`config.mk`:
```
export PLATFORM = sky130hd
export DESIGN_NAME = segmented_register_free_list_core
export DESIGN_NICKNAME = d
export VERILOG_FILES = /design/src/hw/rtl/srfl_pkg.sv /design/src/hw/rtl/segmented_register_free_list_core.sv /design/src/hw/rtl/srfl_ram.sv
export SDC_FILE = /design/constraint.sdc
export NUM_CORES = 2
export LEC_CHECK = 0
export BUFFER_PORTS_ARGS = -buffer_cell sky130_fd_sc_hd__clkbuf_2
export CAP_MARGIN = 5
export CORE_MARGIN = 1
export CORE_UTILIZATION = 55
export DETAILED_ROUTE_END_ITERATION = 8
export PLACE_DENSITY = 0.75
export REMOVE_ABC_BUFFERS = 1
export SLEW_MARGIN = 0
export SYNTH_ARGS = -nofsm -noshare
export SYNTH_HDL_FRONTEND = slang
export SYNTH_SLANG_ARGS = --single-unit
```
`constraint.sdc`:
```
create_clock -name aclk -period 17.01 [get_ports aclk]
set_input_delay 5.103 -clock aclk [delete_from_list [all_inputs] [get_ports aclk]]
set_output_delay 5.103 -clock aclk [all_outputs]
set_load 0.05 [all_outputs]
```
`src/hw/rtl/srfl_pkg.sv`:
```
`default_nettype none
// ----------------------------------------------------------------------------
// srfl_pkg
// Shared types, sizes and helpers for the segmented register free list.
// ----------------------------------------------------------------------------
package srfl_pkg;

    localparam int NUM_SEGMENTS  = 4;
    localparam int SEG_DEPTH     = 64;
    localparam int STORE_DEPTH   = NUM_SEGMENTS * SEG_DEPTH;

    localparam int SEG_FIELD_W   = 2;
    localparam int REG_NUM_W     = 8;
    localparam int CAP_W         = 7;
    localparam int OUT_CNT_W     = 7;
    localparam int STATUS_W      = 2;
    localparam int CAP_REG_COUNT = 4;
    localparam int CFG_IDX_W     = 2;
    localparam int CFG_DATA_W    = CAP_W;
    localparam int CAP_RESET     = 64;

    localparam int SEG_IDX_W     = (NUM_SEGMENTS > 1) ? $clog2(NUM_SEGMENTS) : 1;
    localparam int HEAD_W        = $clog2(SEG_DEPTH);
    localparam int CNT_W         = $clog2(SEG_DEPTH + 1);
    localparam int ADDR_W        = $clog2(STORE_DEPTH);

    typedef enum logic [1:0] {
        REQ_ALLOC   = 2'd0,
        REQ_RELEASE = 2'd1,
        REQ_QUERY   = 2'd2
    } req_t;

    typedef enum logic [STATUS_W-1:0] {
        ST_OK    = 2'd0,
        ST_EMPTY = 2'd1,
        ST_FULL  = 2'd2
    } status_t;

    typedef logic [CNT_W-1:0] cnt_t;

    // capacity values above the segment depth saturate at the depth
    function automatic cnt_t cap_clamp(input logic [CAP_W-1:0] cap);
        cnt_t res;
        if (32'(cap) > SEG_DEPTH) begin
            res = CNT_W'(SEG_DEPTH);
        end else begin
            res = CNT_W'(cap);
        end
        return res;
    endfunction

endpackage
`default_nettype wire

```
`src/hw/rtl/segmented_register_free_list_core.sv`:
```
`default_nettype none
// ----------------------------------------------------------------------------
// segmented_register_free_list_core
// Per-segment FIFO free lists of physical register numbers for renaming.
// ----------------------------------------------------------------------------
// One request per cycle is taken and each gives exactly one result in the
// next cycle from the output register; a waiting result does not block the next
// request as long as the result side takes it in the same cycle. Allocate
// pops the oldest number of a segment, release appends at the tail, and any
// other code reports the free count. Writing a capacity register rebuilds all
// lists at once: every store entry has a fill bit, and an entry not yet
// written reads as its start-up number, so there is no clearing sweep and the
// block is ready right after reset or a capacity write.
module segmented_register_free_list_core (
    input  wire logic                            aclk,
    input  wire logic                            aresetn,
    // s_tdata: reg_number[7:0]
    input  wire logic                            s_tvalid,
    output logic                                 s_tready,
    input  wire logic [7:0]                      s_tdata,
    // s_tuser: req_type[1:0], segment[3:2]
    input  wire logic [3:0]                      s_tuser,
    // m_tdata: alloc_reg[7:0], free_count[14:8], zero[15]
    output logic                                 m_tvalid,
    input  wire logic                            m_tready,
    output logic      [15:0]                     m_tdata,
    // m_tuser: status[1:0]
    output logic      [1:0]                      m_tuser,
    input  wire logic                            cfg_we,
    input  wire logic [srfl_pkg::CFG_IDX_W-1:0]  cfg_index,
    input  wire logic [srfl_pkg::CFG_DATA_W-1:0] cfg_wdata
);
    import srfl_pkg::*;

    logic [CAP_W-1:0]     cap_reg  [NUM_SEGMENTS];
    logic [CAP_W-1:0]     cap_next [NUM_SEGMENTS];
    logic [HEAD_W-1:0]    head_reg [NUM_SEGMENTS];
    cnt_t                 cnt_reg  [NUM_SEGMENTS];
    logic [REG_NUM_W-1:0] base_num [NUM_SEGMENTS];
    logic [STORE_DEPTH-1:0] filled_reg;

    logic                 m_valid_reg;
    logic                 alloc_ok_reg;
    logic                 hit_reg;
    logic [REG_NUM_W-1:0] init_reg;
    logic [OUT_CNT_W-1:0] cnt_out_reg;
    status_t              status_reg;

    logic                 accept;
    req_t                 req;
    logic [SEG_FIELD_W-1:0] seg;
    logic [SEG_IDX_W-1:0] seg_idx;
    logic                 seg_ok;
    logic [HEAD_W-1:0]    cur_head;
    cnt_t                 cur_cnt;
    logic                 alloc_ok;
    logic                 rel_ok;
    logic [CNT_W:0]       tail_sum;
    logic [HEAD_W-1:0]    tail;
    logic [HEAD_W-1:0]    head_inc;
    logic [ADDR_W-1:0]    seg_base;
    logic [ADDR_W-1:0]    rd_addr;
    logic [ADDR_W-1:0]    wr_addr;
    cnt_t                 cnt_after;
    status_t              status_now;
    logic                 cfg_hit;
    logic [REG_NUM_W-1:0] ram_q;
    logic [REG_NUM_W-1:0] alloc_val;

    assign accept   = s_tvalid && s_tready;
    assign s_tready = !m_valid_reg || m_tready;

    assign req      = req_t'(s_tuser[1:0]);
    assign seg      = s_tuser[3:2];
    assign seg_ok   = 4'(seg) < 4'(NUM_SEGMENTS);
    assign seg_idx  = SEG_IDX_W'(seg);
    assign cur_head = seg_ok ? head_reg[seg_idx] : '0;
    assign cur_cnt  = seg_ok ? cnt_reg[seg_idx] : '0;

    assign alloc_ok = seg_ok && (req == REQ_ALLOC) && (cur_cnt != '0);
    assign rel_ok   = seg_ok && (req == REQ_RELEASE) && (cur_cnt != CNT_W'(SEG_DEPTH));

    // tail slot of the ring, head plus count wrapped once
    assign tail_sum = (CNT_W+1)'(cur_head) + (CNT_W+1)'(cur_cnt);
    assign tail     = (tail_sum >= (CNT_W+1)'(SEG_DEPTH))
                    ? HEAD_W'(tail_sum - (CNT_W+1)'(SEG_DEPTH)) : HEAD_W'(tail_sum);
    assign head_inc = (32'(cur_head) == SEG_DEPTH - 1) ? '0 : cur_head + 1'b1;

    assign seg_base = ADDR_W'(seg_idx) * ADDR_W'(SEG_DEPTH);
    assign rd_addr  = seg_base + ADDR_W'(cur_head);
    assign wr_addr  = seg_base + ADDR_W'(tail);

    always_comb begin
        cnt_after = cur_cnt;
        if (alloc_ok) begin
            cnt_after = cur_cnt - 1'b1;
        end else if (rel_ok) begin
            cnt_after = cur_cnt + 1'b1;
        end
    end

    always_comb begin
        status_now = ST_OK;
        if (req == REQ_ALLOC && !alloc_ok) begin
            status_now = ST_EMPTY;
        end else if (req == REQ_RELEASE && !rel_ok) begin
            status_now = ST_FULL;
        end
    end

    // start-up numbers: each segment begins after the lower capacities
    always_comb begin
        base_num[0] = '0;
        for (int s = 1; s < NUM_SEGMENTS; s++) begin
            base_num[s] = base_num[s-1] + REG_NUM_W'(cap_reg[s-1]);
        end
    end

    assign cfg_hit = cfg_we && (4'(cfg_index) < 4'(NUM_SEGMENTS))
                            && (4'(cfg_index) < 4'(CAP_REG_COUNT));

    always_comb begin
        for (int s = 0; s < NUM_SEGMENTS; s++) begin
            cap_next[s] = cap_reg[s];
        end
        if (cfg_hit) begin
            cap_next[SEG_IDX_W'(cfg_index)] = CAP_W'(cap_clamp(cfg_wdata));
        end
    end

    always_ff @(posedge aclk) begin
        if (!aresetn) begin
            for (int s = 0; s < NUM_SEGMENTS; s++) begin
                cap_reg[s]  <= CAP_W'(cap_clamp(CAP_W'(CAP_RESET)));
                head_reg[s] <= '0;
                cnt_reg[s]  <= cap_clamp(CAP_W'(CAP_RESET));
            end
            filled_reg <= '0;
        end else if (cfg_hit) begin
            for (int s = 0; s < NUM_SEGMENTS; s++) begin
                cap_reg[s]  <= cap_next[s];
                head_reg[s] <= '0;
                cnt_reg[s]  <= CNT_W'(cap_next[s]);
            end
            filled_reg <= '0;
        end else if (accept && seg_ok) begin
            cnt_reg[seg_idx] <= cnt_after;
            if (alloc_ok) begin
                head_reg[seg_idx] <= head_inc;
            end
            if (rel_ok) begin
                filled_reg[wr_addr] <= 1'b1;
            end
        end
    end

    always_ff @(posedge aclk) begin
        if (!aresetn) begin
            m_valid_reg <= 1'b0;
        end else if (accept) begin
            m_valid_reg <= 1'b1;
        end else if (m_tready) begin
            m_valid_reg <= 1'b0;
        end
    end

    always_ff @(posedge aclk) begin
        if (accept) begin
            alloc_ok_reg <= alloc_ok;
            hit_reg      <= filled_reg[rd_addr];
            init_reg     <= base_num[seg_idx] + REG_NUM_W'(cur_head);
            cnt_out_reg  <= OUT_CNT_W'(cnt_after);
            status_reg   <= status_now;
        end
    end

    srfl_ram #(
        .WIDTH (REG_NUM_W),
        .DEPTH (STORE_DEPTH)
    ) u_store (
        .aclk  (aclk),
        .we    (accept && rel_ok && !cfg_hit),
        .waddr (wr_addr),
        .wdata (s_tdata),
        .re    (accept),
        .raddr (rd_addr),
        .rdata (ram_q)
    );

    assign alloc_val = !alloc_ok_reg ? '0 : (hit_reg ? ram_q : init_reg);

    assign m_tvalid = m_valid_reg;
    assign m_tdata  = {1'b0, cnt_out_reg, alloc_val};
    assign m_tuser  = status_reg;

endmodule
`default_nettype wire

```
`src/hw/rtl/srfl_ram.sv`:
```
`default_nettype none
// ----------------------------------------------------------------------------
// srfl_ram
// Generic single-write, single-read RAM with registered read data.
// ----------------------------------------------------------------------------
module srfl_ram #(
    parameter int WIDTH = 8,
    parameter int DEPTH = 256
) (
    input  wire logic                     aclk,
    input  wire logic                     we,
    input  wire logic [$clog2(DEPTH)-1:0] waddr,
    input  wire logic [WIDTH-1:0]         wdata,
    input  wire logic                     re,
    input  wire logic [$clog2(DEPTH)-1:0] raddr,
    output logic      [WIDTH-1:0]         rdata
);

    logic [WIDTH-1:0] mem [DEPTH];

    always_ff @(posedge aclk) begin
        if (we) begin
            mem[waddr] <= wdata;
        end
        if (re) begin
            rdata <= mem[raddr];
        end
    end

endmodule
`default_nettype wire

```
==> flow_metrics.py <==
metrics = {
    "yosys": {
        "synth_edf_count": 2155,
        "yosys.area.top_type": "edfxtp_1",
        "synth_top_area_share_pct": 67.5,
        "synth.ff_latch_count": 2412,
        "netlist_top_cells_area": "edfxtp_1 68%, mux4_2 9.9%, dfxtp_1 5.4%, nor2_1 2.5%, nand2_1 2.4%",
        "yosysWarnings": 0,
        "synth_area_um2": 95800,
        "async_reset_ff_share_pct": 0,
        "synth_seq_area_share_pct": 72.9,
        "netlist_instances": 5926,
        "syn_area_per_cell_um2": 16.2,
        "synth_cell_types": 75,
        "synth_ff_type": "edfxtp_1",
    },
    "route": {
        "drtIter0Drc": 9877,
        "drt_pre_antenna_iters": 8,
        "drc": 0,
        "via_per_inst": 6.85,
        "wl_per_cell_um": 33.0,
        "vias": 57781,
        "finalWirelength_um": 278000,
        "ant_nets": 0,
    },
    "place": {
        "dpl.hpwl_um": 163000,
        "port_buffers": 44,
        "placed_cells": 8011,
        "gp_congestion": 0.937,
    },
    "status": {
        "status": "finished clean",
    },
    "sta": {
        "post-route-min-period_ps": 10700,
        "rsz0062_at_grt": "false",
        "relSlewSlack_pct": 0.950,
        "worstMarginPinSlew_ps": 1490,
        "skew_ps": 89.0,
        "slew_viol_final": 0,
        "setup_viol": 0,
        "hold_viol_final": 0,
        "fin_crit_sh_pct": 62.9,
        "max_freq_ghz": 0.0934,
        "tns_ps": 0,
    },
    "clocking": {
        "cts.htree.levels": 4,
        "cts.clk_slew.worst_paths_ps": 70,
        "postCtsSetupBuffers": 0,
        "hold_buffers": 0,
        "clk_latency_ps": 890,
        "clock_sinks": 2412,
        "clock_path_buffers": 3,
        "cts_resized": 0,
        "cts_root_buffer": "clkbuf_16",
        "cts-buffers-inserted": 222,
        "cts_tree": "done",
    },
    "power": {
        "cellPowerDensity_nw_per_um2": 119,
        "p_leak_nw": 33.2,
        "ir_drop_uv": 92.2,
    },
    "floorplan": {
        "coreArea_um2": 172000,
        "die_h_um": 419,
        "rows": 152,
        "start_util_pct": 55.6,
        "die_area_um2": 176000,
        "die_w_um": 419,
        "ioPinCount": 46,
    },
    "grt": {
        "grt_max_degree": 178,
        "antenna_found_initial": 19,
        "grt-ovfl-total": 0,
        "grt_use_total_pct": 31.7,
        "grt_pass1_wl_um": 396000,
        "first_global_vias": 55582,
    },
    "worst_hold_path": {
        "min_path_type": "reg2reg",
    },
    "final_layout": {
        "fin_util_pct": 61.4,
        "fin_cells": 8439,
        "nets": 5987,
        "layout-drive-gt1-share_pct": 15.6,
        "area_delta_synth_final_pct": 10.5,
        "largest_reg_flops": 2048,
    },
    "worst_setup_path": {
        "cp_max_fo": 3,
        "start_kind": "primary input",
        "crit_required_ps": 11910,
        "critical_path_class": "in2out",
        "arrival_ps": 5600,
        "end_kind": "primary output",
    },
    "job": {
        "drv_cap": 0,
    },
}
-- metal layers --
layer	vias up	wire [um]	GRT usage (%)
met3	944	41300	10.7
met4	22	16200	15.7
met1	28958	96000	42.2
li1	23039	-	-
met5	-	262	0
met2	4818	125000	46.8
-- worst paths after layout --
check / to / cells after the start / startpoint / slack (ps)
max: s_tready / 3 / m_tready / 6310
max reg2reg: u_store.rdata[0] / 13 / head_reg[3][0] / 11200
min: filled_reg[74] / 2 / filled_reg[74] / 460
min reg2reg: filled_reg[74] / 2 / filled_reg[74] / 460
-- worst max-delay path, cell delays in order --
cell	delay, ps
clkbuf_2	70
nand2b_1	130
clkbuf_2	290
-- kinds of logic after synthesis --
| kind of cell | Yosys count | share of synthesized area [%] |
|---|---|---|
| flip-flops | 2412 | 72.9 |
| AND/OR/NAND/NOR | 1563 | 6.80 |
| AO/OA/AOI/OAI | 844 | 5.53 |
| multiplexers | 616 | 12.0 |
| buffers and inverters | 422 | 2.00 |
| adder cells (fa/ha/maj) | 35 | 0.488 |
| XOR/XNOR | 33 | 0.302 |
| other | 1 | 0.00391 |
-- cell usage after synthesis (all sizes together), types with 5 or more instances --
cell type	instances
and3	30
nand2b	5
mux4	422
a31oi	58
o221ai	6
inv	33
dfxtp	257
a311o	6
nand3	138
nor2b	38
o21bai	31
o2111ai	17
nand4	27
a21boi	5
edfxtp	2155
and2	16
a211oi	25
buf	175
clkbuf	213
a21o	9
o22ai	17
a41oi	6
mux2	9
nor3	28
ha	31
a32oi	33
or3	17
nor4	13
o211ai	19
xor2	14
o31ai	7
a221oi	32
a22oi	84
a32o	7
a22o	5
nor2	628
nand2	604
xnor2	19
a21oi	398
o21ai	55
mux2i	185
a311oi	5
-- report_power, final --
| part | leakage (nW) | internal (mW) | total, mW | switching [mW] |
|---|---|---|---|---|
| logic | 8.05 | 0.278 | 1.00 | 0.723 |
| registers | 21.6 | 6.47 | 6.49 | 0.0155 |
| clock network | 3.58 | 2.87 | 5.09 | 2.22 |
-- cell type report --
cell class | instances | area (um^2)
antenna | 15 | 37.5
clock buffer | 269 | 5870
clock inverter | 143 | 1560
fill | 11977 | 66400
inverter | 34 | 178
multi-input combinational | 3092 | 24200
sequential | 2412 | 69900
tap | 2310 | 2890
timing repair buffer | 164 | 1260
-- per-stage QoR --
step | power, mW | setup slack [ps] | area (um^2) | hold slack (ps)
final | 12.6 | 6310 | 106000 | 462
after global routing | 12.8 | 6260 | 106000 | 476
after CTS | 12.5 | 6300 | 106000 | 465
after detailed placement | 7.58 | 5760 | 98400 | 449
after global placement | 7.56 | 5870 | 98400 | 439
after floorplan | 7.17 | 2660 | 94000 | 429
-- cells in the final DEF, fill, tap and decap left out, drive strengths merged, types with 27 or more instances in the layout --
| cell | instances |
|---|---|
| nand3 | 138 |
| a31oi | 58 |
| edfxtp | 2155 |
| bufinv | 27 |
| nor2b | 38 |
| a21oi | 398 |
| o21ai | 55 |
| o21bai | 31 |
| clkinv | 95 |
| buf | 120 |
| nand4 | 27 |
| a22oi | 84 |
| mux2i | 185 |
| nand2 | 604 |
| nor2 | 628 |
| clkbuf | 313 |
| a221oi | 32 |
| mux4 | 422 |
| and3 | 30 |
| nor3 | 28 |
| ha | 31 |
| inv | 40 |
| dfxtp | 257 |
| a32oi | 33 |
(Power assumes the default switching activity.)
